**config.mk**
```make
export PLATFORM = sky130hd
export DESIGN_NAME = mouse_key_motion_engine_top
export DESIGN_NICKNAME = d
export VERILOG_FILES = /design/src/hdl/mkme_pkg.sv /design/src/hdl/mouse_key_motion_engine_top.sv
export SDC_FILE = /design/constraint.sdc
export NUM_CORES = 1
export LEC_CHECK = 0
export BUFFER_PORTS_ARGS = -buffer_cell sky130_fd_sc_hd__buf_2
export CORE_ASPECT_RATIO = 2
export CORE_UTILIZATION = 60
export CTS_BUF_LIST = sky130_fd_sc_hd__clkbuf_16
export CTS_CLUSTER_DIAMETER = 80
export CTS_CLUSTER_SIZE = 30
export DETAILED_ROUTE_END_ITERATION = 6
export GPL_TIMING_DRIVEN = 0
export HOLD_SLACK_MARGIN = 0.02
export PLACE_DENSITY = 0.83
export SKIP_CTS_REPAIR_TIMING = 1
export SLEW_MARGIN = 20
export SYNTH_ARGS = -nofsm -noshare
export SYNTH_HDL_FRONTEND = slang
export SYNTH_SLANG_ARGS = --single-unit
```
**constraint.sdc**
```tcl
create_clock -name clk -period 7.8 [get_ports clk]
set_clock_uncertainty 0.2 [all_clocks]
set_input_delay 0.78 -clock clk [delete_from_list [all_inputs] [get_ports clk]]
set_output_delay 0.78 -clock clk [all_outputs]
set_load 0.1 [all_outputs]
```
**src/hdl/mkme_pkg.sv**
```systemverilog
// ----------------------------------------------------------------------------
// mkme_pkg
// Types and constants shared by the mouse-key motion engine.
// ----------------------------------------------------------------------------
package mkme_pkg;

    // field widths
    localparam int REQ_BITS    = 3;
    localparam int KIND_BITS   = 2;
    localparam int STEP_BITS   = 8;
    localparam int BTN_BITS    = 8;
    localparam int ACC_BITS    = 8;
    localparam int ORIGIN_BITS = 15;
    localparam int REL_BITS    = 16;
    localparam int ABS_BITS    = 16;
    localparam int CFG_IDX_BITS  = 3;
    localparam int CFG_DATA_BITS = 15;

    // packed beat widths (whole bytes)
    localparam int IN_DATA_BITS  = 32;
    localparam int OUT_DATA_BITS = 72;

    // request codes
    typedef enum logic [REQ_BITS-1:0] {
        REQ_MOVE    = 3'd0,
        REQ_WARP    = 3'd1,
        REQ_PRESS   = 3'd2,
        REQ_RELEASE = 3'd3,
        REQ_CLEAR   = 3'd4
    } req_t;

    // result kinds
    typedef enum logic [KIND_BITS-1:0] {
        KIND_REL     = 2'd0,
        KIND_ABS     = 2'd1,
        KIND_PRESS   = 2'd2,
        KIND_RELEASE = 2'd3
    } kind_t;

    // configuration register indexes
    localparam logic [CFG_IDX_BITS-1:0] REG_ACCEL_FLOOR = 3'd0;
    localparam logic [CFG_IDX_BITS-1:0] REG_ACCEL_CEIL  = 3'd1;
    localparam logic [CFG_IDX_BITS-1:0] REG_ORIGIN_LEFT = 3'd2;
    localparam logic [CFG_IDX_BITS-1:0] REG_ORIGIN_TOP  = 3'd3;
    localparam logic [CFG_IDX_BITS-1:0] REG_FULL_WIDTH  = 3'd4;
    localparam logic [CFG_IDX_BITS-1:0] REG_FULL_HEIGHT = 3'd5;

    // reset values
    localparam logic [ACC_BITS-1:0]    ACCEL_FLOOR_RST = 8'd0;
    localparam logic [ACC_BITS-1:0]    ACCEL_CEIL_RST  = 8'd255;
    localparam logic [ORIGIN_BITS-1:0] FULL_SIZE_RST   = 15'd32767;
    localparam logic [ACC_BITS-1:0]    COUNT_MAX       = 8'd255;

endpackage

```
**src/hdl/mouse_key_motion_engine_top.sv**
```systemverilog
// ----------------------------------------------------------------------------
// mouse_key_motion_engine_top
// Turns mouse-key events into relative, absolute and button reports.
// ----------------------------------------------------------------------------
// One item is taken at a time; s_tready is high only while the sequencer is
// idle. With the output register free, a move beat runs through eight steps
// (square, cube, ease factor and step scaling for x, then the same for y,
// sharing one 9x9 signed multiplier) and an emit step that loads the output
// register. A warp beat runs halving, then the section shift in y and x and
// both centers on one shared COORD_BITS adder, then emit; a warp with stop
// ends in the halving step, without halving, and gives no result. Press and
// release beats go straight to emit; clear and unused request types do not.
// The result waits in the output register until taken; a further result waits
// in the emit step and holds off new beats meanwhile.
// Configuration writes are taken at any cycle and should only be made idle.
module mouse_key_motion_engine_top #(
    parameter int COORD_BITS = 16
) (
    input  logic                                  clk,
    input  logic                                  rst_n,
    // configuration write port
    input  logic                                  cfg_we,
    input  logic [mkme_pkg::CFG_IDX_BITS-1:0]     cfg_index,
    input  logic [mkme_pkg::CFG_DATA_BITS-1:0]    cfg_wdata,
    // request stream
    input  logic                                  s_tvalid,
    output logic                                  s_tready,
    // move_x[7:0], move_y[15:8], warp bits up[16], down[17], left[18],
    // right[19], stop[20], button_code[28:21], zero fill[31:29]
    input  logic [mkme_pkg::IN_DATA_BITS-1:0]     s_tdata,
    // req_type[2:0]
    input  logic [mkme_pkg::REQ_BITS-1:0]         s_tuser,
    // report stream
    output logic                                  m_tvalid,
    input  logic                                  m_tready,
    // rel_dx[15:0], rel_dy[31:16], abs_x[47:32], abs_y[63:48],
    // button_out[71:64]
    output logic [mkme_pkg::OUT_DATA_BITS-1:0]    m_tdata,
    // out_kind[1:0]
    output logic [mkme_pkg::KIND_BITS-1:0]        m_tuser
);

    import mkme_pkg::*;

    localparam int EXT_BITS = 48;

    typedef enum logic [3:0] {
        ST_IDLE,
        ST_SQ,
        ST_CUBE,
        ST_FACT,
        ST_SCALE,
        ST_WARP_HALF,
        ST_WARP_Y,
        ST_WARP_X,
        ST_CENTER_X,
        ST_CENTER_Y,
        ST_EMIT
    } state_t;

    // control state
    state_t                  state_reg, state_next;
    logic                    axis_reg, axis_next;
    logic                    warping_reg, warping_next;
    logic [ACC_BITS-1:0]     count_x_reg, count_x_next;
    logic [ACC_BITS-1:0]     count_y_reg, count_y_next;
    logic                    m_tvalid_reg, m_tvalid_next;

    // configuration
    logic [ACC_BITS-1:0]     accel_floor_reg, accel_ceil_reg;
    logic [ORIGIN_BITS-1:0]  origin_left_reg, origin_top_reg;
    logic [ORIGIN_BITS-1:0]  full_width_reg, full_height_reg;

    // warp section
    logic [COORD_BITS-1:0]   sec_left_reg, sec_left_next;
    logic [COORD_BITS-1:0]   sec_top_reg, sec_top_next;
    logic [COORD_BITS-1:0]   sec_width_reg, sec_width_next;
    logic [COORD_BITS-1:0]   sec_height_reg, sec_height_next;

    // captured beat and working payload
    req_t                    req_reg, req_next;
    logic [STEP_BITS-1:0]    step_x_reg, step_x_next;
    logic [STEP_BITS-1:0]    step_y_reg, step_y_next;
    logic                    up_reg, up_next;
    logic                    down_reg, down_next;
    logic                    left_reg, left_next;
    logic                    right_reg, right_next;
    logic                    stop_reg, stop_next;
    logic [BTN_BITS-1:0]     button_reg, button_next;
    logic [ACC_BITS-1:0]     ii_reg, ii_next;
    logic [ACC_BITS-1:0]     iii_reg, iii_next;
    logic [ACC_BITS-1:0]     fact_reg, fact_next;
    logic [REL_BITS-1:0]     dx_reg, dx_next;
    logic [REL_BITS-1:0]     dy_reg, dy_next;
    logic [ABS_BITS-1:0]     cx_reg, cx_next;
    logic [ABS_BITS-1:0]     cy_reg, cy_next;
    logic [OUT_DATA_BITS-1:0] m_tdata_reg, m_tdata_next;
    logic [KIND_BITS-1:0]    m_tuser_reg, m_tuser_next;

    // shared units
    logic signed [STEP_BITS:0]     mul_a, mul_b;
    logic signed [2*STEP_BITS+1:0] mul_p;
    logic [COORD_BITS-1:0]         add_a, add_b, add_s;
    logic [EXT_BITS-1:0]           add_ext;

    // ease factor helpers
    logic [ACC_BITS-1:0]     axis_count, folded, ease_i;
    logic [ACC_BITS-1:0]     axis_step;
    logic [ACC_BITS+1:0]     ease_diff;
    logic [ACC_BITS-1:0]     fact_raw, fact_clamp;

    // warp load helpers
    logic [EXT_BITS-1:0]     org_left_ext, org_top_ext, full_w_ext, full_h_ext;
    logic [COORD_BITS-1:0]   src_left, src_top, src_width, src_height;

    logic accept;
    logic out_free;

    assign accept   = s_tvalid && s_tready;
    assign out_free = !m_tvalid_reg || m_tready;

    assign s_tready = (state_reg == ST_IDLE);
    assign m_tvalid = m_tvalid_reg;
    assign m_tdata  = m_tdata_reg;
    assign m_tuser  = m_tuser_reg;

    // shared multiplier and adder
    assign mul_p   = mul_a * mul_b;
    assign add_s   = add_a + add_b;
    assign add_ext = {{(EXT_BITS-COORD_BITS){1'b0}}, add_s};

    // counter fold and doubling for the axis in work
    assign axis_count = axis_reg ? count_y_reg : count_x_reg;
    assign axis_step  = axis_reg ? step_y_reg : step_x_reg;
    assign folded     = axis_count[ACC_BITS-1] ? ~axis_count : axis_count;
    assign ease_i     = {folded[ACC_BITS-2:0], 1'b0};

    // (3*ii - 2*iii) / 2 + floor, then clamp
    assign ease_diff  = ({2'b00, ii_reg} << 1) + {2'b00, ii_reg} - {1'b0, iii_reg, 1'b0};
    assign fact_raw   = ease_diff[ACC_BITS:1] + accel_floor_reg;
    assign fact_clamp = (fact_raw > accel_ceil_reg) ? accel_ceil_reg : fact_raw;

    // section source: origin registers when warping starts
    assign org_left_ext = {{(EXT_BITS-ORIGIN_BITS){1'b0}}, origin_left_reg};
    assign org_top_ext  = {{(EXT_BITS-ORIGIN_BITS){1'b0}}, origin_top_reg};
    assign full_w_ext   = {{(EXT_BITS-ORIGIN_BITS){1'b0}}, full_width_reg};
    assign full_h_ext   = {{(EXT_BITS-ORIGIN_BITS){1'b0}}, full_height_reg};
    assign src_left   = warping_reg ? sec_left_reg   : org_left_ext[COORD_BITS-1:0];
    assign src_top    = warping_reg ? sec_top_reg    : org_top_ext[COORD_BITS-1:0];
    assign src_width  = warping_reg ? sec_width_reg  : full_w_ext[COORD_BITS-1:0];
    assign src_height = warping_reg ? sec_height_reg : full_h_ext[COORD_BITS-1:0];

    // sequencer and datapath next values
    always_comb
    begin
        state_next      = state_reg;
        axis_next       = axis_reg;
        warping_next    = warping_reg;
        count_x_next    = count_x_reg;
        count_y_next    = count_y_reg;
        m_tvalid_next   = m_tvalid_reg;
        sec_left_next   = sec_left_reg;
        sec_top_next    = sec_top_reg;
        sec_width_next  = sec_width_reg;
        sec_height_next = sec_height_reg;
        req_next        = req_reg;
        step_x_next     = step_x_reg;
        step_y_next     = step_y_reg;
        up_next         = up_reg;
        down_next       = down_reg;
        left_next       = left_reg;
        right_next      = right_reg;
        stop_next       = stop_reg;
        button_next     = button_reg;
        ii_next         = ii_reg;
        iii_next        = iii_reg;
        fact_next       = fact_reg;
        dx_next         = dx_reg;
        dy_next         = dy_reg;
        cx_next         = cx_reg;
        cy_next         = cy_reg;
        m_tdata_next    = m_tdata_reg;
        m_tuser_next    = m_tuser_reg;
        mul_a           = '0;
        mul_b           = '0;
        add_a           = '0;
        add_b           = '0;

        // result taken downstream
        if (m_tvalid_reg && m_tready)
        begin
            m_tvalid_next = 1'b0;
        end

        unique case (state_reg)
            ST_IDLE:
            begin
                if (accept)
                begin
                    req_next    = req_t'(s_tuser);
                    step_x_next = s_tdata[7:0];
                    step_y_next = s_tdata[15:8];
                    up_next     = s_tdata[16];
                    down_next   = s_tdata[17];
                    left_next   = s_tdata[18];
                    right_next  = s_tdata[19];
                    stop_next   = s_tdata[20];
                    button_next = s_tdata[28:21];
                    axis_next   = 1'b0;
                    unique case (s_tuser)
                        REQ_MOVE:
                        begin
                            // bump counters of moving axes
                            if ((s_tdata[7:0] != '0) && (count_x_reg != COUNT_MAX))
                            begin
                                count_x_next = count_x_reg + 1'b1;
                            end
                            if ((s_tdata[15:8] != '0) && (count_y_reg != COUNT_MAX))
                            begin
                                count_y_next = count_y_reg + 1'b1;
                            end
                            warping_next = 1'b0;
                            state_next   = ST_SQ;
                        end
                        REQ_WARP:
                        begin
                            state_next = ST_WARP_HALF;
                        end
                        REQ_PRESS:
                        begin
                            warping_next = 1'b0;
                            state_next   = ST_EMIT;
                        end
                        REQ_RELEASE:
                        begin
                            state_next = ST_EMIT;
                        end
                        REQ_CLEAR:
                        begin
                            count_x_next = '0;
                            count_y_next = '0;
                        end
                        default:
                        begin
                            state_next = ST_IDLE;
                        end
                    endcase
                end
            end

            // ii = i*i >> 8
            ST_SQ:
            begin
                mul_a      = {1'b0, ease_i};
                mul_b      = {1'b0, ease_i};
                ii_next    = mul_p[2*ACC_BITS-1:ACC_BITS];
                state_next = ST_CUBE;
            end

            // iii = ii*i >> 8
            ST_CUBE:
            begin
                mul_a      = {1'b0, ii_reg};
                mul_b      = {1'b0, ease_i};
                iii_next   = mul_p[2*ACC_BITS-1:ACC_BITS];
                state_next = ST_FACT;
            end

            ST_FACT:
            begin
                fact_next  = fact_clamp;
                state_next = ST_SCALE;
            end

            // signed step times factor
            ST_SCALE:
            begin
                mul_a = {axis_step[STEP_BITS-1], axis_step};
                mul_b = {1'b0, fact_reg};
                if (axis_reg)
                begin
                    dy_next    = mul_p[REL_BITS-1:0];
                    state_next = ST_EMIT;
                end
                else
                begin
                    dx_next    = mul_p[REL_BITS-1:0];
                    axis_next  = 1'b1;
                    state_next = ST_SQ;
                end
            end

            // load on start, stop or halve
            ST_WARP_HALF:
            begin
                sec_left_next = src_left;
                sec_top_next  = src_top;
                if (stop_reg)
                begin
                    sec_width_next  = src_width;
                    sec_height_next = src_height;
                    warping_next    = 1'b0;
                    state_next      = ST_IDLE;
                end
                else
                begin
                    sec_width_next  = src_width >> 1;
                    sec_height_next = src_height >> 1;
                    warping_next    = 1'b1;
                    state_next      = ST_WARP_Y;
                end
            end

            ST_WARP_Y:
            begin
                add_a = sec_top_reg;
                add_b = sec_height_reg;
                if (!up_reg && down_reg)
                begin
                    sec_top_next = add_s;
                end
                state_next = ST_WARP_X;
            end

            ST_WARP_X:
            begin
                add_a = sec_left_reg;
                add_b = sec_width_reg;
                if (!left_reg && right_reg)
                begin
                    sec_left_next = add_s;
                end
                state_next = ST_CENTER_X;
            end

            ST_CENTER_X:
            begin
                add_a      = sec_left_reg;
                add_b      = sec_width_reg >> 1;
                cx_next    = add_ext[ABS_BITS-1:0];
                state_next = ST_CENTER_Y;
            end

            ST_CENTER_Y:
            begin
                add_a      = sec_top_reg;
                add_b      = sec_height_reg >> 1;
                cy_next    = add_ext[ABS_BITS-1:0];
                state_next = ST_EMIT;
            end

            // load the output register once it is free
            ST_EMIT:
            begin
                if (out_free)
                begin
                    m_tvalid_next = 1'b1;
                    m_tdata_next  = '0;
                    unique case (req_reg)
                        REQ_MOVE:
                        begin
                            m_tuser_next        = KIND_REL;
                            m_tdata_next[15:0]  = dx_reg;
                            m_tdata_next[31:16] = dy_reg;
                        end
                        REQ_WARP:
                        begin
                            m_tuser_next        = KIND_ABS;
                            m_tdata_next[47:32] = cx_reg;
                            m_tdata_next[63:48] = cy_reg;
                        end
                        REQ_PRESS:
                        begin
                            m_tuser_next        = KIND_PRESS;
                            m_tdata_next[71:64] = button_reg;
                        end
                        default:
                        begin
                            m_tuser_next        = KIND_RELEASE;
                            m_tdata_next[71:64] = button_reg;
                        end
                    endcase
                    state_next = ST_IDLE;
                end
            end

            default:
            begin
                state_next = ST_IDLE;
            end
        endcase
    end

    // control state, section and output registers
    always_ff @(posedge clk or negedge rst_n)
    begin
        if (!rst_n)
        begin
            state_reg      <= ST_IDLE;
            axis_reg       <= 1'b0;
            warping_reg    <= 1'b0;
            count_x_reg    <= '0;
            count_y_reg    <= '0;
            m_tvalid_reg   <= 1'b0;
            sec_left_reg   <= '0;
            sec_top_reg    <= '0;
            sec_width_reg  <= '0;
            sec_height_reg <= '0;
            m_tdata_reg    <= '0;
            m_tuser_reg    <= '0;
        end
        else
        begin
            state_reg      <= state_next;
            axis_reg       <= axis_next;
            warping_reg    <= warping_next;
            count_x_reg    <= count_x_next;
            count_y_reg    <= count_y_next;
            m_tvalid_reg   <= m_tvalid_next;
            sec_left_reg   <= sec_left_next;
            sec_top_reg    <= sec_top_next;
            sec_width_reg  <= sec_width_next;
            sec_height_reg <= sec_height_next;
            m_tdata_reg    <= m_tdata_next;
            m_tuser_reg    <= m_tuser_next;
        end
    end

    // configuration registers
    always_ff @(posedge clk or negedge rst_n)
    begin
        if (!rst_n)
        begin
            accel_floor_reg <= ACCEL_FLOOR_RST;
            accel_ceil_reg  <= ACCEL_CEIL_RST;
            origin_left_reg <= '0;
            origin_top_reg  <= '0;
            full_width_reg  <= FULL_SIZE_RST;
            full_height_reg <= FULL_SIZE_RST;
        end
        else if (cfg_we)
        begin
            unique case (cfg_index)
                REG_ACCEL_FLOOR: accel_floor_reg <= cfg_wdata[ACC_BITS-1:0];
                REG_ACCEL_CEIL:  accel_ceil_reg  <= cfg_wdata[ACC_BITS-1:0];
                REG_ORIGIN_LEFT: origin_left_reg <= cfg_wdata;
                REG_ORIGIN_TOP:  origin_top_reg  <= cfg_wdata;
                REG_FULL_WIDTH:  full_width_reg  <= cfg_wdata;
                REG_FULL_HEIGHT: full_height_reg <= cfg_wdata;
                default:
                begin
                end
            endcase
        end
    end

    // payload registers
    always_ff @(posedge clk)
    begin
        req_reg     <= req_next;
        step_x_reg  <= step_x_next;
        step_y_reg  <= step_y_next;
        up_reg      <= up_next;
        down_reg    <= down_next;
        left_reg    <= left_next;
        right_reg   <= right_next;
        stop_reg    <= stop_next;
        button_reg  <= button_next;
        ii_reg      <= ii_next;
        iii_reg     <= iii_next;
        fact_reg    <= fact_next;
        dx_reg      <= dx_next;
        dy_reg      <= dy_next;
        cx_reg      <= cx_next;
        cy_reg      <= cy_next;
    end

endmodule

```
* After elaboration in Yosys (flattened, before gate mapping)
Cells that the tools add are included.
Cells by class: order comparisons 1, bitwise gates (word level) 2, $mul 1, eq/ne operators 33, reduce and logical (&&, ||, !) cells 45, multiplexer cells 41, add/subtract/negate cells 6
Operators with widths (count):
- 16-bit 2-to-1 mux | 8
- 16-bit case mux with 2 select lines | 3
- 32-bit 2-to-1 mux | 2
- 16-bit case mux with 4 select lines | 1
- 8-bit 2-to-1 mux | 6
- 8-bit case mux with 2 select lines | 3
- 4-bit case mux with 11 select lines | 1
- 9-bit case mux with 3 select lines | 1
- 2-bit AND reduction | 12
- 2-bit != test, second input constant | 9
- 16-bit adder | 1
- 8-bit by 1-bit adder with 8-bit output, second input constant | 2
- 4-bit by 3-bit == test with 1-bit output, second input constant | 4
- 9-bit by 9-bit multiplier with 16-bit output | 1
- 8-bit != test, second input constant | 2
- 4-bit case mux with 4 select lines | 1
- 8-bit nonzero test | 2
- 3-bit by 2-bit == test with 1-bit output, second input constant | 5
- 4-bit == test, second input constant | 3
- 4-bit 2-to-1 mux | 3
- 3-bit AND reduction | 4
- 2-bit OR reduction | 6
- 2-bit nonzero test | 5
- 9-bit by 8-bit adder with 9-bit output | 1
- 21 further kinds | 43
Word-level totals: logic and storage cells 165, input bits 58, register bits 357, output and inout bits 76

* Depth between registers and ports, before layout
Gate-level depths: netlist (run 1).
depth after elaboration 6, depth in mapped cells 25, mapped depth without buffers 23

* Worst setup path before layout (run 1)
OpenSTA, ideal clock, no wires.
path kind reg2reg, start point register axis_reg, end point register dx_reg[15] (data pin), stages on the path, launching flop included 21, setup slack 2056 ps, arrival time 5271 ps, clock period less this slack 5744 ps, library setup time 273 ps, buffers on the path 2, cell sequence dfrtp_1 buf_2 clkbuf_1 mux2_2 a222oi_1 nor2_1 fa_1 inv_1 fa_1 inv_1 fa_1 inv_1 fa_1 inv_1 ha_1 o21a_1 o21a_1 and3_1 a211oi_1 a21oi_1 xnor2_1
Between the ends: longest elaborated chain between the ends 5, elaborated cells between the ends (all ways) 7, classes of those cells mul (1); mux (5); bitwise (1)
RTL lines:
- from (decl) | line mouse_key_motion_engine_top.sv:63 | logic axis_reg, axis_next;
- from (signal assigned) | line mouse_key_motion_engine_top.sv:415 | axis_reg <= axis_next;
- 8-bit 2-to-1 mux | line mouse_key_motion_engine_top.sv:133 | assign axis_count = axis_reg ? count_y_reg : count_x_reg;
- 7-bit inverter | line mouse_key_motion_engine_top.sv:135 | assign folded = axis_count[ACC_BITS-1] ? ~axis_count : axis_count;
- 7-bit 2-to-1 mux | line mouse_key_motion_engine_top.sv:135
- 9-bit case mux with 3 select lines or 8-bit case mux with 2 select lines (tied branches) | line mouse_key_motion_engine_top.sv:195 | unique case (state_reg)
- 9-bit by 9-bit multiplier with 16-bit output * | line mouse_key_motion_engine_top.sv:128 | assign mul_p = mul_a * mul_b;
- named net mul_p[15] | line mouse_key_motion_engine_top.sv:102 | logic signed [2*STEP_BITS+1:0] mul_p;
- to (signal assigned) | line mouse_key_motion_engine_top.sv:472 | dx_reg <= dx_next;
- to (decl) | line mouse_key_motion_engine_top.sv:93 | logic [REL_BITS-1:0] dx_reg, dx_next;
The timed path passes the listed nets; every way through them passes the cells marked *. A chain may end at the register's enable or synchronous reset.

* Worst setup path after layout (run 1)
start point register state_reg[0], end point register dy_reg[14] (data pin)
Between the ends: longest elaborated chain between the ends 4, elaborated cells between the ends (all ways) 7, classes of those cells mul (1); eq/ne (3); mux (2); reduce/logical (1)
RTL lines:
- from (decl) | line mouse_key_motion_engine_top.sv:62 | state_t state_reg, state_next;
- from (signal assigned) | line mouse_key_motion_engine_top.sv:414 | state_reg <= state_next;
- 4-bit by 2-bit == test with 1-bit output or 4-bit by 1-bit == test with 1-bit output (tied branches) | line mouse_key_motion_engine_top.sv:195
- 2-bit OR reduction (no line)
- 8-bit case mux with 2 select lines | line mouse_key_motion_engine_top.sv:195
- 9-bit by 9-bit multiplier with 16-bit output * | line mouse_key_motion_engine_top.sv:128
- named net mul_p[14] | line mouse_key_motion_engine_top.sv:102
- to (signal assigned) | line mouse_key_motion_engine_top.sv:473 | dy_reg <= dy_next;
- to (decl) | line mouse_key_motion_engine_top.sv:94 | logic [REL_BITS-1:0] dy_reg, dy_next;
Marks and branches as above.

==> reports/qor.csv, run 1 <==
stage;metric;value;unit
placed_design;routability cong.;0.987;
critical_path;longest individual stage delay on the worst path;0.61;ns
clock_network;Num Clock Sinks;357;
yosys;number of nets produced by synthesis;1989;
timing;worst-margin pin slew;1.13;ns
yosys;syn_area_per_cell;10.7;um2
global_route;All-Layer GR Usage;0.306;
yosys;distinct cell type count of the synthesized netlist;77;
hold_path;worst hold-check path type;in -> reg;
critical_path;Worst Path Arrival;6.94;ns
route;remaining number of nets flagged by the antenna check after routing;0;
cells_and_area;end-of-flow core utilization;0.664;
cells_and_area;Layout Cell Area excl Fill;0.0210;mm2
timing;Hold Fails Final Rpt;0;
timing;highest clock frequency the design can meet;145;MHz
global_route;global-route wire length before repair;75.4;mm
yosys;Cells after Synth;1797;
global_route;Top Usage Layer GRT;met2;
timing;final setup vio count;0;
route;average wire per standard cell;20.6;um
critical_path;cells along the critical path;nand2b_1 -> buf_2 -> nor3_1 -> buf_2 -> nand2_1 -> o221ai_1 -> nand2_1 -> fa_1 -> inv_1 -> fa_1 -> inv_1 -> fa_1 -> fa_1 -> inv_1 -> ha_1 -> o21ai_0 -> a21boi_0 -> o21ai_0 -> a211oi_1 -> mux2i_1 -> nand3_1;
clock_network;number of buffers created by CTS;15;
critical_path;type of element launching the critical path;flop;
cells_and_area;share of cells above drive strength 1;0.178;
global_route;maximum number of pins on one net before global-route repair;103;
floorplan;Initial Utilization;0.610;
global_route;number of global-route vias before repair;14597;
floorplan;count of standard-cell rows;92;
critical_path;Most common cell on crit path;sky130_fd_sc_hd__fa_1;
global_route;met2 demand-to-capacity share in global routing;0.577;
placed_design;number of port buffers;129;
global_route;met3 Use GR;0.0328;
clock_network;clock tree from TritonCTS;yes;
outcome;status;finished, final reports clean;
yosys;sequential area share after synthesis;0.498;
yosys;number of warnings printed during yosys synthesis;0;
power;post-layout power;8990;uW
yosys;predominant post-synthesis flop cell;sky130_fd_sc_hd__dfrtp_1;
power;Max rail drop VDD;0.280;mV
critical_path;cell with the biggest individual delay on the critical path;sky130_fd_sc_hd__nor3_1;
route;per-cell via count in the routed design;5.94;
timing;number of max-slew violations in the final report;0;
clock_network;Clock Latency Late Sink;0.54;ns
route;count of routing violations after the opening detailed-route iteration;1053;
timing;worst slew slack as a fraction of its limit;0.244;
power;power density of the placed cells;429;mW/mm2
floorplan;boundary pin count;134;
critical_path;worst path required time;7.82;ns
placed_design;Post-Place Worst Slack;1.03;ns
placed_design;placed inst area;0.0205;mm2
clock_network;H-Tree Level Count;1;
global_route;antenna violations before repair;2;
cells_and_area;fill cell instance count of the final layout;2450;
cells_and_area;number of nets in the final layout;2140;
yosys;number of enable flip-flop cells after synthesis;120;
clock_network;Root Buffer Master;sky130_fd_sc_hd__clkbuf_16;
floorplan;die outline area;0.0328;mm2
timing;setup tns final;0;ns
clock_network;maximum clock path buffer count;3;
global_route;total congestion overflow after global routing;0;
route;DR vias;14155;
yosys;Yosys reg bits;357;
placed_design;HPWL after DPL;38.5;mm
critical_path;element type at the critical path end;flop;
floorplan;die span in x;129;um
floorplan;height of the die;255;um
route;final routed DRC violation total;0;
timing;unrepaired setup endpoints after global routing;no;
critical_path;maximum fanout along the worst path;17;
timing;smallest setup slack after layout;0.887;ns
cells_and_area;area growth from synthesis to layout;8.87;%
floorplan;area of the core;0.0315;mm2
clock_network;clock edge transition at the registers on the reported setup and hold paths;0.12;ns
yosys;proportion of register bits with asynchronous set or reset after synthesis;0.664;
power;leakage power;0.00946;uW
route;total routed wirelength;49.0;mm
global_route;met1 track demand over resource in global routing;0.295;
timing;crit path time final;6.91;ns
route;number of detailed-route iterations in the first pass;6;
yosys;Syn Std Cell Area;0.0192;mm2
critical_path;Worst Path Class, Setup;reg -> reg;
cells_and_area;number of flip-flops under the largest register name;72;
timing;Period Utilization, post-route;0.886;
flow_run;max-capacitance violation count;0;
-- synth_stat cells, drive strengths merged (21+ instances only) --
library cell / number / share of area
and3: 21 / 0.0068
edfxtp: 120 / 0.19
fa: 65 / 0.068
dfrtp: 199 / 0.26
a21oi: 53 / 0.014
mux2: 102 / 0.060
nor3: 23 / 0.0074
dfstp: 38 / 0.052
clkbuf: 49 / 0.0096
buf: 32 / 0.010
xor2: 30 / 0.014
xnor2: 38 / 0.017
a22o: 21 / 0.0096
o21ai: 158 / 0.041
nand2: 292 / 0.057
nor2: 126 / 0.025
mux2i: 31 / 0.016
inv: 142 / 0.028
a22oi: 41 / 0.017
ha: 69 / 0.045
-- stage by stage --
step,hold WS [ns],std cells
6_report,0.211,2382
5_1_grt,0.206,2382
4_1_cts,-0.0910,2378
3_5_place_dp,0.265,2352
3_3_place_gp,0.258,2349
2_1_floorplan,0.248,1797
-- power breakdown --
part | leakage, uW | switching [uW] | internal [uW]
clock network | 0.000242 | 571 | 361
registers | 0.00411 | 375 | 2670
logic | 0.00510 | 3410 | 1590
total | 0.00946 | 4360 | 4630
-- layout by cell type, fill, tap and decap left out, drive strengths merged, types with 4 or more instances in the layout --
| master | n |
|---|---|
| edfxtp | 120 |
| or4 | 5 |
| buf | 164 |
| nand2b | 9 |
| xnor2 | 38 |
| fa | 65 |
| o21a | 11 |
| nand2 | 292 |
| nor2 | 126 |
| a221o | 4 |
| a31oi | 10 |
| nor2b | 10 |
| a21oi | 53 |
| a22o | 21 |
| and3 | 21 |
| a221oi | 4 |
| clkbuf | 65 |
| nor3b | 7 |
| inv | 153 |
| ha | 69 |
| nor3 | 23 |
| o21ai | 158 |
| a21o | 14 |
| mux2i | 31 |
| xor2 | 30 |
| mux2 | 102 |
| a22oi | 41 |
| dfstp | 38 |
| nand3 | 13 |
| a21boi | 4 |
| nand4 | 10 |
| and2 | 7 |
| dfrtp | 199 |
-- critical path, delay by kind of cell, from the launching register on --
kind | cells | cell delay (ns)
AO/OA/AOI/OAI | 5 | 1.29
adder cells (fa/ha/maj) | 5 | 2.32
buffers and inverters | 5 | 0.81
flip-flops | 1 | 0.49
multiplexers | 1 | 0.24
AND/OR/NAND/NOR | 5 | 1.26
-- layout make-up --
type,instances,area [um2],area share
flip-flops and latches,357,9580,0.457
well taps,423,529,0.0253
clock inverters,11,46.3,0.00221
multi-input cells,1216,8750,0.417
inverters,143,537,0.0256
plain buffers,81,387,0.0185
repair buffers,134,746,0.0356
clock buffers,15,375,0.0179
diodes,2,5.00,0.000239
-- final timing paths --
path / slack [ns] / depth (start not counted) / end / from
setup / recovery: 0.89 / 21 / dy_reg[14]$_DFFE_PP_ / state_reg[0]$_DFFE_PN0P_
hold / removal: 0.21 / 1 / up_reg$_DFFE_PP_ / s_tdata[16]
setup reg to reg: 0.89 / 21 / dy_reg[14]$_DFFE_PP_ / state_reg[0]$_DFFE_PN0P_
hold reg to reg: 0.28 / 2 / m_tdata[62]$_DFFE_PN0P_ / m_tdata[62]$_DFFE_PN0P_
max in group asynchronous: 5.63 / 4 / full_width_reg[10]$_DFFE_PN1P_ / rst_n
min in group asynchronous: 0.50 / 2 / axis_reg$_DFFE_PN0P_ / rst_n
-- per-layer routing --
| metal | vias to the layer above | wire length, um |
|---|---|---|
| li1 | 6446 | - |
| met1 | 6920 | 15900 |
| met2 | 580 | 26900 |
| met3 | 209 | 2250 |
| met4 | 0 | 3980 |
| met5 | - | 0 |
-- cell families (layout without fill, tap and decap cells) --
logic type / count (synthesis) / in the layout / synth area share
multiplexers: 133 / 133 / 0.0758
other: 0 / 2 / 0
XOR/XNOR: 68 / 68 / 0.0309
flip-flops: 357 / 357 / 0.498
adder cells (fa/ha/maj): 134 / 134 / 0.112
buffers and inverters: 224 / 384 / 0.0478
AO/OA/AOI/OAI: 344 / 344 / 0.112
AND/OR/NAND/NOR: 537 / 537 / 0.123
No activity file was read; power rests on OpenSTA's default activity.
==> inputs of run 2 (changes only) <==
- ABC_AREA: not set -> 1
==> run 2 against run 1 <==
Final area rose by 3.1%. Synthesized cell count rose by 25%. Power rose by 3.9%. Critical endpoint is now dx_reg[12]$_DFFE_PP_. Combinational power rose by 6.8%. Largest cell class unchanged. Global-route usage rose by 5.4 points. Largest power group unchanged. Count of clock-buffer cells in the layout rose by 2. Via count rose by 16%.
==> reports/qor.csv, run 2 <==
stage;metric;value;unit;change
route;count of routing violations after the opening detailed-route iteration;1288;;+22%
critical_path;maximum fanout along the worst path;22;;+5
route;length of routed met2 wiring;30.2;mm;+12%
critical_path;Register-to-Register Setup Slack;1.18;ns;+0.30 ns
power;Max rail drop VDD;0.372;mV;+33%
placed_design;HPWL after DPL;46.2;mm;+20%
route;number of detailed-route iterations in the first pass;6;;unchanged
power;sw power;4850;uW;+11%
floorplan;boundary pin count;134;;unchanged
yosys;Cells after Synth;2251;;+25%
power;leakage power;0.0106;uW;+12%
hold_path;count of cells along the worst hold path;1;;unchanged
power;internal power consumption;4490;uW;-3.0%
power;Clk pwr share;0.108;;+0.004
yosys;predominant post-synthesis flop cell;sky130_fd_sc_hd__dfrtp_1;;
global_route;All-Layer GR Usage;0.361;;+0.0544
power;post-layout power;9340;uW;+3.9%
timing;unrepaired setup endpoints after global routing;no;;
global_route;total congestion overflow after global routing;0;;unchanged
yosys;Syn Std Cell Area;0.0198;mm2;+2.9%
critical_path;critical path depth in cells;24;;+14%
route;DR vias;16457;;+16%
clock_network;H-Tree Level Count;1;;unchanged
route;final routed DRC violation total;0;;unchanged
timing;setup tns final;0;ns;unchanged
yosys;sequential area share after synthesis;0.484;;-0.0140
global_route;number of global-route vias before repair;16978;;+16%
floorplan;area of the core;0.0323;mm2;+2.6%
cells_and_area;highest-count cells in the layout ignoring fill and taps;553 x sky130_fd_sc_hd__nand2_1, 335 x sky130_fd_sc_hd__inv_1, 266 x sky130_fd_sc_hd__o21ai_0, 199 x sky130_fd_sc_hd__dfrtp_1, 145 x sky130_fd_sc_hd__buf_2;;
power;switching power share of the total;0.520;;+0.0345
route;routed wire length on met3;3.23;mm;+43%
yosys;leading cell type by number of instances after synthesis;sky130_fd_sc_hd__nand2_1;;
critical_path;worst r2r path cells;24;;+14%
power;power share of the sequential group;0.320;;-0.019
timing;worst slew slack as a fraction of its limit;0.457;;+0.213
yosys;number of nets produced by synthesis;2443;;+23%
outcome;status;finished, final reports clean;;
floorplan;die outline area;0.0338;mm2;+2.9%
timing;worst-margin pin slew;0.806;ns;-0.328 ns
cells_and_area;non-filler cells, final;2841;;+19%
critical_path;launching point of the worst reg2reg path;state_reg[0]$_DFFE_PN0P_;;
route;top sig layer;met4;;
cells_and_area;area growth from synthesis to layout;9.12;%;
route;total routed wirelength;58.3;mm;+19%
yosys;top cell type by total area after synthesis;sky130_fd_sc_hd__dfrtp_1;;
power;combinational group share of total power;0.573;;+0.016
critical_path;Crit path buffers/inverters;5;;unchanged
hold_path;end of the worst hold path;down_reg$_DFFE_PP_;;
yosys;syn_area_per_cell;8.80;um2;-18%
timing;Hold Fails Final Rpt;0;;unchanged
clock_network;clock edge transition at the registers on the reported setup and hold paths;0.12;ns;about the same
cells_and_area;end-of-flow core utilization;0.668;;+0.00367
floorplan;die span in x;130;um;+1.4%
critical_path;longest individual stage delay on the worst path;0.52;ns;-0.09 ns
hold_path;hold wc startpoint;s_tdata[17];;
clock_network;number of buffers created by CTS;16;;+1
timing;highest clock frequency the design can meet;151;MHz;+4.5%
cells_and_area;number of nets in the final layout;2596;;+21%
global_route;global-route wire length before repair;90.2;mm;+20%
critical_path;Worst Path Arrival;6.68;ns;-0.26 ns
yosys;number of warnings printed during yosys synthesis;0;;unchanged
timing;number of max-slew violations in the final report;0;;unchanged
floorplan;height of the die;259;um;+1.4%
clock_network;Num Clock Sinks;357;;unchanged
timing;Period Utilization, post-route;0.848;;-0.0380
placed_design;number of port buffers;130;;+0.78%
timing;final setup vio count;0;;unchanged
critical_path;cell family with most CP delay;adder cells;;
yosys;cells taking the most area after synthesis;sky130_fd_sc_hd__dfrtp_1 25%, sky130_fd_sc_hd__edfxtp_1 18%, sky130_fd_sc_hd__nand2_1 10%;;
route;average wire per standard cell;20.5;um;-0.30%
yosys;distinct cell type count of the synthesized netlist;50;;-35%
floorplan;count of standard-cell rows;93;;+1.1%
clock_network;Root Buffer Master;sky130_fd_sc_hd__clkbuf_16;;
placed_design;routability cong.;1.02;;+3.2%
route;remaining number of nets flagged by the antenna check after routing;0;;unchanged
cells_and_area;number of flip-flops under the largest register name;72;;unchanged
route;Met1 Routed Length;18.0;mm;+13%
yosys;Yosys reg bits;357;;unchanged
cells_and_area;antenna cells;0;;-2
yosys;top post-synthesis cells by count;553 x sky130_fd_sc_hd__nand2_1, 326 x sky130_fd_sc_hd__inv_1, 266 x sky130_fd_sc_hd__o21ai_0;;
critical_path;element type at the critical path end;flop;;
flow_run;max-capacitance violation count;0;;unchanged
cells_and_area;most frequent standard cell in the layout excluding fill and tap cells;sky130_fd_sc_hd__nand2_1;;
critical_path;worst path required time;7.86;ns;+0.04 ns
clock_network;clock tree from TritonCTS;yes;;
clock_network;maximum clock path buffer count;3;;unchanged
critical_path;type of element launching the critical path;flop;;
floorplan;Initial Utilization;0.612;;+0.00193
yosys;number of enable flip-flop cells after synthesis;120;;unchanged
critical_path;cells along the critical path;inv_2 -> nand2_1 -> nor2_4 -> nand2_1 -> inv_2 -> nand2_1 -> o2111ai_2 -> nand2_1 -> fa_1 -> inv_1 -> fa_1 -> inv_1 -> fa_1 -> fa_1 -> inv_1 -> ha_1 -> a21oi_1 -> nand2_1 -> nand2_1 -> nand2_1 -> nand2_1 -> nand2_1 -> a21oi_1 -> xor2_1;;
critical_path;Most common cell on crit path;sky130_fd_sc_hd__nand2_1;;
clock_network;Clock Latency Late Sink;0.54;ns;about the same
placed_design;Placed Cells incl. Taps;2812;;+20%
timing;crit path time final;6.62;ns;-0.296 ns
cells_and_area;share of cells above drive strength 1;0.114;;-0.0644
critical_path;cell with the biggest individual delay on the critical path;sky130_fd_sc_hd__fa_1;;
power;power density of the placed cells;432;mW/mm2;+0.78%
global_route;maximum number of pins on one net before global-route repair;102;;-0.97%
critical_path;terminus of the critical flop-to-flop path;dx_reg[12]$_DFFE_PP_;;
hold_path;worst hold-check path type;in -> reg;;
global_route;antenna violations before repair;0;;-2
yosys;proportion of netlist area held by the largest area contributor;0.251;;-0.00726
critical_path;Worst Path Class, Setup;reg -> reg;;
route;per-cell via count in the routed design;5.79;;-2.5%
yosys;proportion of register bits with asynchronous set or reset after synthesis;0.664;;unchanged
run 2: cell count changes after synthesis, moves of 20 or more:
cell,before,now
sky130_fd_sc_hd__o21ai_1,3,24
sky130_fd_sc_hd__xnor2_1,38,18
sky130_fd_sc_hd__nand3_1,13,143
sky130_fd_sc_hd__a22oi_1,39,0
sky130_fd_sc_hd__nand2_1,290,553
sky130_fd_sc_hd__and3_1,21,1
sky130_fd_sc_hd__o21ai_0,153,266
sky130_fd_sc_hd__o22ai_1,2,24
sky130_fd_sc_hd__nor2_1,123,97
sky130_fd_sc_hd__mux2i_1,31,0
sky130_fd_sc_hd__mux2_2,102,0
sky130_fd_sc_hd__inv_2,3,23
sky130_fd_sc_hd__inv_1,139,326
run 2: worst max-delay path by stage:
stage	to	startpoint	slack, ns
2_1_floorplan	dx_reg[12]$_DFFE_PP_	state_reg[1]$_DFFE_PN0P_	2.62
3_3_place_gp	iii_reg[4]$_DFFE_PN_	state_reg[0]$_DFFE_PN0P_	1.40
3_5_place_dp	ii_reg[4]$_DFFE_PP_	state_reg[0]$_DFFE_PN0P_	1.30
4_1_cts	iii_reg[4]$_DFFE_PN_	state_reg[0]$_DFFE_PN0P_	1.24
5_1_grt	dx_reg[12]$_DFFE_PP_	state_reg[1]$_DFFE_PN0P_	0.80
6_report	dx_reg[12]$_DFFE_PP_	state_reg[0]$_DFFE_PN0P_	1.18
run 2: area by class of cell:
type	instances	area [um2]
plain buffers	80	334
clock buffers	17	425
clock inverters	11	71.3
fillers	2682	10700
inverters	349	1310
multi-input cells	1465	8590
flip-flops and latches	357	9580
well taps	427	534
repair buffers	135	761
run 2: cells by family after synthesis:
family,share of synthesized area
AND/OR/NAND/NOR,0.181
AO/OA/AOI/OAI,0.122
buffers and inverters,0.0829
flip-flops,0.484
adder cells (fa/ha/maj),0.109
XOR/XNOR,0.0212
run 2: routing by layer:
layer / global-route usage / up-vias
met4: 0.347 / 0
met1: 0.341 / 7865
met5: 0 / -
met3: 0.0550 / 281
met2: 0.642 / 701
li1: - / 7610
run 2: power groups by stage:
stage	Combinational, uW	Clock [uW]	Sequential, uW
4_1_cts	5290	1020	2970
6_report	5350	1010	2980
3_5_place_dp	5260	0	3010
5_1_grt	5890	1080	3030
3_3_place_gp	5090	0	3000
2_1_floorplan	2860	0	3950
run 2: stage by stage:
step | hold slack [ns] | setup WS, ns | area [um2]
2_1_floorplan | 0.245 | 2.62 | 19800
3_3_place_gp | 0.252 | 1.40 | 21000
3_5_place_dp | 0.254 | 1.30 | 21100
4_1_cts | 0.00148 | 1.24 | 21600
5_1_grt | 0.195 | 0.800 | 21600
6_report | 0.208 | 1.18 | 21600
==> inputs of run 3 (changes only) <==
- CORE_UTILIZATION: 60 -> 55
- PLACE_DENSITY: 0.83 -> 0.8
- clock period: 7.8 -> 6.05 ns (I/O delays scaled with it)
==> run 3 against run 2 <==
Power increased by 29%. Critical path depth unchanged. Clock power up 21%. Non-clock buffer count is 21 higher. Maximum frequency up 11%. Die area increased by 9.0%. Count of clock-buffer cells in the layout decreased by 2. Final cell count increased by 1.5%. Via count is 0.16% higher. Sequential share of layout area is 0.63 points lower. Flip-flop and latch count unchanged. Sequential power grew 29%. Largest power group unchanged.
==> reports/qor.csv, run 3 (synthesis results as in run 2) <==
stage;metric;value;unit;change
critical_path;maximum fanout along the worst path;6;;-73%
placed_design;HPWL after DPL;45.6;mm;-1.5%
power;combinational group share of total power;0.580;;+0.007
cells_and_area;fill cell instance count of the final layout;3047;;+14%
global_route;All-Layer GR Usage;0.317;;-0.0433
critical_path;cell family with most CP delay;adder cells;;
critical_path;terminus of the critical flop-to-flop path;iii_reg[7]$_DFFE_PN_;;
power;switching power share of the total;0.518;;-0.00156
power;sw power;6240;uW;+29%
power;Clk pwr share;0.101;;-0.007
hold_path;worst hold-check path type;in -> reg;;
flow_run;max-capacitance violation count;0;;unchanged
power;power density of the placed cells;549;mW/mm2;+27%
timing;setup tns final;0;ns;unchanged
route;number of detailed-route iterations in the first pass;6;;unchanged
critical_path;cells along the critical path;buf_4 -> nor2_2 -> nand2_2 -> nand2_4 -> nand2_1 -> o21ai_4 -> inv_2 -> nor2_1 -> inv_1 -> fa_2 -> inv_1 -> fa_1 -> inv_1 -> fa_1 -> fa_1 -> inv_1 -> ha_2 -> inv_1 -> nor3_1 -> nand3_1 -> nand3_1 -> inv_1 -> nand3_1 -> nand2_2;;
clock_network;clock tree from TritonCTS;yes;;
floorplan;height of the die;270;um;+4.4%
global_route;global-route wire length before repair;88.2;mm;-2.3%
clock_network;H-Tree Level Count;1;;unchanged
floorplan;die span in x;136;um;+4.4%
timing;worst slew slack as a fraction of its limit;0.537;;+0.0802
critical_path;capturing instance or port of the critical path;iii_reg[7]$_DFFE_PN_;;
critical_path;critical path startpoint;state_reg[0]$_DFFE_PN0P_;;
critical_path;worst r2r path cells;24;;unchanged
critical_path;Crit path buffers/inverters;8;;+3
route;count of routing violations after the opening detailed-route iteration;1020;;-21%
clock_network;maximum clock path buffer count;3;;unchanged
cells_and_area;number of nets in the final layout;2618;;+0.85%
timing;final setup vio count;0;;unchanged
critical_path;critical path depth in cells;24;;unchanged
cells_and_area;antenna cells;0;;unchanged
floorplan;die outline area;0.0368;mm2;+9.0%
critical_path;Register-to-Register Setup Slack;0.11;ns;-1.07 ns
cells_and_area;share of cells above drive strength 1;0.131;;+0.0171
critical_path;longest individual stage delay on the worst path;0.61;ns;+0.09 ns
route;total routed wirelength;57.8;mm;-0.80%
floorplan;count of standard-cell rows;98;;+5.4%
cells_and_area;number of flip-flops under the largest register name;72;;unchanged
critical_path;worst path required time;6.09;ns;-1.77 ns
critical_path;Worst Path Arrival;5.99;ns;-0.69 ns
route;per-cell via count in the routed design;5.71;;-1.4%
power;internal power consumption;5810;uW;+29%
cells_and_area;most frequent standard cell in the layout excluding fill and tap cells;sky130_fd_sc_hd__nand2_1;;
timing;Period Utilization, post-route;0.982;;+0.134
placed_design;routability cong.;1.01;;-1.3%
power;Max rail drop VDD;0.571;mV;+53%
timing;crit path time final;5.94;ns;-0.676 ns
route;remaining number of nets flagged by the antenna check after routing;0;;unchanged
clock_network;clock edge transition at the registers on the reported setup and hold paths;0.13;ns;about the same
timing;Hold Fails Final Rpt;0;;unchanged
placed_design;number of port buffers;130;;unchanged
floorplan;boundary pin count;134;;unchanged
cells_and_area;area growth from synthesis to layout;10.8;%;
floorplan;Initial Utilization;0.557;;-0.0553
global_route;antenna violations before repair;1;;+1
critical_path;element type at the critical path end;flop;;
timing;worst-margin pin slew;0.691;ns;-0.115 ns
critical_path;Worst Path Class, Setup;reg -> reg;;
power;leakage power;0.0107;uW;+0.95%
route;DR vias;16484;;+0.16%
timing;highest clock frequency the design can meet;168;MHz;+11%
power;power share of the sequential group;0.319;;about the same
global_route;number of global-route vias before repair;16850;;-0.75%
floorplan;area of the core;0.0356;mm2;+9.9%
outcome;status;finished, final reports clean;;
route;average wire per standard cell;20.0;um;-2.3%
route;final routed DRC violation total;0;;unchanged
hold_path;hold wc startpoint;s_tdata[17];;
clock_network;Root Buffer Master;sky130_fd_sc_hd__clkbuf_16;;
clock_network;Num Clock Sinks;357;;unchanged
clock_network;Clock Latency Late Sink;0.55;ns;about the same
critical_path;launching point of the worst reg2reg path;state_reg[0]$_DFFE_PN0P_;;
timing;hold slack;0.0228;ns;-0.185 ns
critical_path;type of element launching the critical path;flop;;
cells_and_area;highest-count cells in the layout ignoring fill and taps;549 x sky130_fd_sc_hd__nand2_1, 333 x sky130_fd_sc_hd__inv_1, 264 x sky130_fd_sc_hd__o21ai_0, 195 x sky130_fd_sc_hd__dfrtp_1, 145 x sky130_fd_sc_hd__buf_2;;
clock_network;number of buffers created by CTS;15;;-1
timing;number of max-slew violations in the final report;0;;unchanged
cells_and_area;end-of-flow core utilization;0.617;;-0.0512
critical_path;cell with the biggest individual delay on the critical path;sky130_fd_sc_hd__fa_2;;
global_route;maximum number of pins on one net before global-route repair;104;;+2.0%
global_route;total congestion overflow after global routing;0;;unchanged
critical_path;Most common cell on crit path;sky130_fd_sc_hd__inv_1;;
[run 3: cell types whose count changed in the layout (fill, tap and decap cells not counted), sizes merged]
cell / delta
buf: +18
clkbuf: -1
clkinv: +3
clkinvlp: +1
dlygate4sd3: +2
inv: -2
[run 3: layer usage]
layer | share of wire | global-route usage | up-vias
li1 | - | - | 7632
met2 | 0.54 | 0.586 | 633
met3 | 0.045 | 0.0334 | 241
met5 | 0 | 0 | -
met1 | 0.32 | 0.302 | 7978
met4 | 0.096 | 0.275 | 0
[run 3: area by class of cell]
type                       instances  area (um2)  share of cell area
buffer                            80         337              0.0153
clock buffer                      15         375              0.0171
clock inverter                    11        47.5             0.00217
inverter                         349        1330              0.0606
multi-input combinational       1465        8750               0.399
sequential                       357        9590               0.437
tap                              450         563              0.0257
timing repair buffer             156         933              0.0426
timing repair inverter             2        10.0            0.000456
[run 3: how the worst min path moves through the flow]
stage / end / slack [ns] / cells past startpoint
6_report: down_reg$_DFFE_PP_ / 0.02 / 1
5_1_grt: button_reg[3]$_DFFE_PP_ / 0.02 / 1
4_1_cts: count_x_reg[1]$_DFFE_PN0P_ / -0.22 / 1
3_5_place_dp: m_tdata[25]$_DFFE_PN0P_ / 0.26 / 2
3_3_place_gp: m_tdata[6]$_DFFE_PN0P_ / 0.25 / 2
2_1_floorplan: accel_floor_reg[0]$_DFFE_PN0P_ / 0.11 / 0
[run 3: power by group through the flow]
| stage | logic (uW) | registers (uW) | clock network (uW) |
|---|---|---|---|
| 6_report | 6990 | 3840 | 1220 |
| 5_1_grt | 7650 | 3900 | 1300 |
| 4_1_cts | 6770 | 3830 | 1230 |
| 3_5_place_dp | 6720 | 3890 | 0 |
| 3_3_place_gp | 6510 | 3860 | 0 |
| 2_1_floorplan | 3690 | 5090 | 0 |
[run 3: stage by stage]
| step | power [uW] | worst slack [ns] | area, um2 | instances |
|---|---|---|---|---|
| after floorplan | 8780 | 0.869 | 19800 | 2251 |
| after global placement | 10400 | -0.475 | 21000 | 2831 |
| after detailed placement | 10600 | -0.678 | 21100 | 2835 |
| after CTS | 11800 | -0.724 | 21600 | 2861 |
| after global routing | 12900 | -0.118 | 21900 | 2885 |
| final | 12000 | 0.109 | 21900 | 2885 |
